===== src/design/mpq_pkg.sv =====
// ----------------------------------------------------------------------------
// mpq_pkg
// Shared types and constants for the linear-scan max-priority queue.
// ----------------------------------------------------------------------------
package mpq_pkg;

    // Default number of entries the store holds
    localparam int CAPACITY_DEF = 1024;

    // Width of one held value
    localparam int VALUE_W = 32;

    // Operation codes on the input channel
    localparam logic FUNC_INSERT  = 1'b0;
    localparam logic FUNC_EXTRACT = 1'b1;

    // Memory access strobes from the sequencer to the store
    typedef struct packed {
        logic wr_en;
        logic rd_en;
    } mem_ctl_t;

    // Result of one operation, excluding the fill level
    typedef struct packed {
        logic               ok;
        logic [VALUE_W-1:0] removed;
    } res_t;

endpackage


===== src/design/mpq_ctrl.sv =====
// ----------------------------------------------------------------------------
// mpq_ctrl
// Operation sequencer: append on insert; on extract, scan held entries one
// read a cycle, keep the first largest, move the last entry into its slot.
// ----------------------------------------------------------------------------
module mpq_ctrl #(
    parameter int CAPACITY = mpq_pkg::CAPACITY_DEF,
    parameter int ADDR_W   = $clog2(CAPACITY),
    parameter int CNT_W    = $clog2(CAPACITY + 1)
) (
    input  logic                        aclk,
    input  logic                        aresetn,
    // operation beat
    input  logic                        in_valid,
    output logic                        in_ready,
    input  logic                        in_func,
    input  logic [mpq_pkg::VALUE_W-1:0] in_value,
    // result beat
    output logic                        res_valid,
    input  logic                        res_ready,
    output mpq_pkg::res_t               res,
    output logic [CNT_W-1:0]            res_count,
    // store access
    output mpq_pkg::mem_ctl_t           mem_ctl,
    output logic [ADDR_W-1:0]           wr_addr,
    output logic [mpq_pkg::VALUE_W-1:0] wr_data,
    output logic [ADDR_W-1:0]           rd_addr,
    input  logic [mpq_pkg::VALUE_W-1:0] rd_data
);
    import mpq_pkg::*;

    localparam logic [1:0] ST_IDLE = 2'd0;
    localparam logic [1:0] ST_SCAN = 2'd1;
    localparam logic [1:0] ST_RESP = 2'd2;

    logic [1:0]                state_reg,    state_next;
    logic [CNT_W-1:0]          count_reg,    count_next;
    logic [ADDR_W-1:0]         cmp_idx_reg,  cmp_idx_next;
    logic [ADDR_W-1:0]         best_idx_reg, best_idx_next;
    logic signed [VALUE_W-1:0] best_val_reg, best_val_next;
    res_t                      res_reg,      res_next;

    logic [CNT_W-1:0]  count_dec;
    logic [ADDR_W-1:0] last_idx;
    logic              is_full;
    logic              is_empty;
    logic              take;
    logic [ADDR_W-1:0] cand_idx;
    logic [VALUE_W-1:0] cand_val;

    assign count_dec = count_reg - CNT_W'(1);
    assign last_idx  = count_dec[ADDR_W-1:0];
    assign is_full   = (count_reg == CNT_W'(CAPACITY));
    assign is_empty  = (count_reg == '0);

    // Running maximum: first entry seeds it, later ones win only if strictly greater
    assign take     = (cmp_idx_reg == '0) || ($signed(rd_data) > best_val_reg);
    assign cand_idx = take ? cmp_idx_reg : best_idx_reg;
    assign cand_val = take ? rd_data : best_val_reg;

    // Sequencer
    always_comb begin
        state_next    = state_reg;
        count_next    = count_reg;
        cmp_idx_next  = cmp_idx_reg;
        best_idx_next = best_idx_reg;
        best_val_next = best_val_reg;
        res_next      = res_reg;
        mem_ctl       = '0;
        wr_addr       = count_reg[ADDR_W-1:0];
        wr_data       = in_value;
        rd_addr       = '0;
        in_ready      = 1'b0;
        res_valid     = 1'b0;

        unique case (state_reg)
            ST_IDLE: begin
                in_ready = 1'b1;
                if (in_valid) begin
                    res_next.removed = '0;
                    res_next.ok      = 1'b0;
                    if (in_func == FUNC_INSERT) begin
                        state_next = ST_RESP;
                        if (!is_full) begin
                            mem_ctl.wr_en = 1'b1;
                            count_next    = count_reg + CNT_W'(1);
                            res_next.ok   = 1'b1;
                        end
                    end else if (is_empty) begin
                        state_next = ST_RESP;
                    end else begin
                        // first read of the scan
                        mem_ctl.rd_en = 1'b1;
                        rd_addr       = '0;
                        cmp_idx_next  = '0;
                        state_next    = ST_SCAN;
                    end
                end
            end
            ST_SCAN: begin
                best_idx_next = cand_idx;
                best_val_next = cand_val;
                if (cmp_idx_reg == last_idx) begin
                    // last entry fills the freed slot
                    mem_ctl.wr_en    = 1'b1;
                    wr_addr          = cand_idx;
                    wr_data          = rd_data;
                    count_next       = count_dec;
                    res_next.ok      = 1'b1;
                    res_next.removed = cand_val;
                    state_next       = ST_RESP;
                end else begin
                    mem_ctl.rd_en = 1'b1;
                    rd_addr       = cmp_idx_reg + ADDR_W'(1);
                    cmp_idx_next  = cmp_idx_reg + ADDR_W'(1);
                end
            end
            ST_RESP: begin
                res_valid = 1'b1;
                if (res_ready) begin
                    state_next = ST_IDLE;
                end
            end
            default: begin
                state_next = ST_IDLE;
            end
        endcase
    end

    // Control state
    always_ff @(posedge aclk) begin
        if (!aresetn) begin
            state_reg <= ST_IDLE;
            count_reg <= '0;
        end else begin
            state_reg <= state_next;
            count_reg <= count_next;
        end
    end

    // Scan and result payload
    always_ff @(posedge aclk) begin
        cmp_idx_reg  <= cmp_idx_next;
        best_idx_reg <= best_idx_next;
        best_val_reg <= best_val_next;
        res_reg      <= res_next;
    end

    assign res       = res_reg;
    assign res_count = count_reg;

    // Fill level stays within the store
    assert property (@(posedge aclk) disable iff (!aresetn)
        count_reg <= CNT_W'(CAPACITY))
        else $error("fill level beyond capacity");

    // Scan index stays below the fill level
    assert property (@(posedge aclk) disable iff (!aresetn)
        (state_reg == ST_SCAN) |-> (CNT_W'(cmp_idx_reg) < count_reg))
        else $error("scan index past last held entry");

    // Store writes only on an accepted insert or at the end of a scan
    assert property (@(posedge aclk) disable iff (!aresetn)
        mem_ctl.wr_en |-> ((state_reg == ST_IDLE && in_valid) || state_reg == ST_SCAN))
        else $error("unexpected store write");

    // Successful insert raises the fill level by one
    assert property (@(posedge aclk) disable iff (!aresetn)
        (state_reg == ST_IDLE && in_valid && in_func == FUNC_INSERT && !is_full)
        |=> (count_reg == $past(count_reg) + CNT_W'(1)))
        else $error("insert did not advance fill level");

    // Extract that finishes its scan lowers the fill level by one
    assert property (@(posedge aclk) disable iff (!aresetn)
        (state_reg == ST_SCAN && cmp_idx_reg == last_idx)
        |=> (count_reg == $past(count_dec)))
        else $error("extract did not reduce fill level");

endmodule


===== config.mk =====
export PLATFORM = sky130hd
export DESIGN_NAME = mpq_ctrl
export DESIGN_NICKNAME = d
export VERILOG_FILES = /design/src/design/mpq_pkg.sv /design/src/design/mpq_ctrl.sv
export SDC_FILE = /design/constraint.sdc
export NUM_CORES = 1
export LEC_CHECK = 0
export BUFFER_PORTS_ARGS = -buffer_cell sky130_fd_sc_hd__buf_2
export CORE_ASPECT_RATIO = 0.9
export CORE_MARGIN = 5
export CORE_UTILIZATION = 54
export CTS_CLUSTER_DIAMETER = 50
export CTS_CLUSTER_SIZE = 20
export DETAILED_ROUTE_END_ITERATION = 10
export GPL_TIMING_DRIVEN = 0
export MAX_ROUTING_LAYER = met4
export PLACE_DENSITY = 0.81
export REMOVE_ABC_BUFFERS = 1
export SLEW_MARGIN = 0
export SYNTH_ARGS = -nofsm -noshare
export SYNTH_HDL_FRONTEND = slang
export SYNTH_SLANG_ARGS = --single-unit
export TNS_END_PERCENT = 1

===== constraint.sdc =====
create_clock -name aclk -period 6.13 [get_ports aclk]
set_input_delay 1.226 -clock aclk [delete_from_list [all_inputs] [get_ports aclk]]
set_output_delay 1.226 -clock aclk [all_outputs]
set_load 0.05 [all_outputs]

==> impl_results.md <==
- Xor/xnor cell area share of the yosys netlist: 2.693%
- Crit path max-delay family: simple AND/OR/NAND/NOR gates
- Die width: 127.3 um
- Setup crit start kind: input port
- Drt pass-1 iters: 7
- Vias per cell: 6.373
- Syn Area/Cell: 9.544 um^2
- Area share of fa/ha/maj cells after synthesis: 6.920%
- Clock Path Buffers: 2
- Worst Path Arrival: 4.49 ns
- IO buf count: 168
- Post-CTS setup buffers: 0
- Cell Chain, Critical Path: buf_2, ha_1, nand4_1, nor3_1, a211o_1, or3_1, nor2_4, o21ai_0, a31oi_1, buf_2
- Max cap viols: 0
- Max reg flops: 33
- First-pass GRT wire length: 29.61 mm
- DR WL/cell: 19.17 um
- NetSw: 602.9 uW
- FP Rows: 38
- Initial Util: 55.40%
- Net Sw Frac: 33.19%
- Count leader, synth: edfxtp_1
- Sequential area share after synthesis: 42.04%
- Share of the synthesized area in the top cell type: 38.15%
- CTS sink count: 98
- Post-synth EDFFs: 85
- CP max FO: 42
- Post-synthesis to final-layout area growth: 18.61%
- Cell Int Power: 1214 uW
- TritonCTS buffer count: 9
- Total routed wirelength: 18.94 mm
- Maximum VDD drop: 123.3 uV
- Vias post-DR: 6297
- Number of fill cells: 935
- RSZ-0062 raised after global routing: no
- Slowest stage cell, crit path: nor2_4
- Antenna violations before repair: 0
- Clock tree from TritonCTS: built
- Sequential power share: 43.9%
- Gate power share: 25.0%
- DR iter-0 viols: 941
- Fin crit share: 93.31%
- Area of the core: 12080 um^2
- Root Driver: clkbuf_16
- Clock transition at path regs: 0.06 ns
- Total die area: 14720 um^2
- Final core occ: 65.71%
- # hold bufs at CTS: 0
- Ys flop type: edfxtp_1
- Final hold vios: 0
- Remaining antenna violation count after routing: 0
- Hold WS: 0.6127 ns
- Cells after Synth: 701
- YS warnings: 0
- Mux share of post-synthesis cell area: 7.369%
- Final setup vio count: 0
- Die height: 115.6 um
- Clock share of power: 31.1%
- Vias in the first global route: 5884
- Share of cells above drive strength 1: 28.74%
- Synth Area in Compound Gates: 17.09%
- Detailed Place HPWL: 13.10 mm
- Minimum clock period: 5.720 ns
- FFs w/ async S/R, synth: 0%
- Clk_lat worst skew: 0.36 ns
- Most used cell, CP: buf_2
- CP bufs+invs: 2
- Largest net degree at the start of global routing: 45
- Syn Std Cell Area: 6690 um^2
- Fmax: 174.8 MHz
- Ports: 169
- CP required: 4.90 ns
- Main area contributors after synthesis: edfxtp_1, ha_1, mux2_2
- Crit-path max cell delay: 0.85 ns
- Worst setup EP type: output port
- Static leakage: 0.003526 uW
- Post-synth top cells: edfxtp_1, nand2_1, a21oi_1
- Hold crit path type: reg2reg
- Global Route Usage Sum: 25.82%
- Diode count: 0
- PostCTS Resize Cnt: 0
- Largest family of logic cells by synthesized area: simple AND/OR/NAND/NOR gates
- Yosys top cell by area: edfxtp_1
- Nets@finish: 930
- Post-Synth Simple-Gate Area: 17.30%
- Critical path type: in2out
- DRC: 0
- FF+latch count, synth: 98
- H-tree levels: 3
- Power density over cell area: 228.9 nW/um^2
- Clock Skew: 0.009062 ns
- Yosys cell types: 61
- Relative slew slack: 29.51%
- Pwr Total: 1816 uW
- Worst-Margin Slew: 1.055 ns
- Routability Congestion: 0.8975
- Fin. max-slew vios: 0
- Status: completed
- Grt ovf: 0
placed cells by master (no fill, tap or decap), drive strengths merged, types with 5 or more instances in the layout:
cell       n
a21o       5
a21oi     59
a31oi      6
a41oi      6
and2       7
buf      175
clkbuf     9
dfxtp     13
edfxtp    85
ha        37
inv       46
mux2      35
mux2i      8
nand2     60
nand2b     9
nand3     25
nand4     43
nor2      34
nor3      21
o2111ai    6
o21ai     19
o31ai     36
xnor2      7
xor2      11
final cells by class:
cell class / instances / area, um^2 / share of cell area, %
Multi-Input combinational cell: 494 / 3483 / 43.90
Sequential cell: 98 / 2813 / 35.45
Timing Repair Buffer: 175 / 982.2 / 12.38
Clock buffer: 9 / 225.2 / 2.838
Tap cell: 160 / 200.2 / 2.523
Inverter: 46 / 172.7 / 2.176
Clock inverter: 6 / 58.81 / 0.7411
kinds of logic (layout without fill, tap and decap cells):
family                     after synthesis  count (layout)
AOI/OAI and AO/OA                      168             168
xor gates and xnor gates                19              19
adders and majority gates               37              37
buffers and inverters                  109             236
DFF                                     98              98
muxes                                   43              43
and+or+nand+nor                        227             227
power groups by stage:
stage               combinational (uW)  clock, uW  sequential [uW]
finish                             453        565              798
global route                       485        601              801
CTS                                450        566              797
detailed placement                 447          0              812
global placement                   422          0              812
floorplan                          247          0              875
through the flow:
stage	setup TNS (ns)	instance area (um^2)	setup WS (ns)	std cells
CTS	0	7934	0.4795	988
finish	0	7935	0.4100	988
global placement	-87.38	7463	-2.217	966
floorplan	-1.043	6422	-0.4679	638
global route	0	7935	0.2123	988
detailed placement	0	7650	0.4850	973
worst paths after layout:
path	start	endpoint	slack [ns]	depth (start not counted)
worst max register to register	res_count[0]	res[17]	1.37	10
worst max-delay path	rd_data[31]	wr_addr[6]	0.41	10
worst min register to register	best_val_reg[21]	best_val_reg[21]	0.61	2
worst min-delay path	best_val_reg[21]	best_val_reg[21]	0.61	2
tightest hold or removal path, cell delays in order, from the launching register on:
cell	delay [ns]
edfxtp_1	0.34
nand4_1	0.10
nand2_1	0.07
routing by layer:
metal  GRT usage (%)  share of wire [%]  vias up
li1                -                  -     2896
met1           33.37                 40     2989
met2           41.88                 48      375
met3           3.917                9.9       37
met4           8.721                2.0        0
met5               -                  0        -
(Power assumes the default switching activity.)
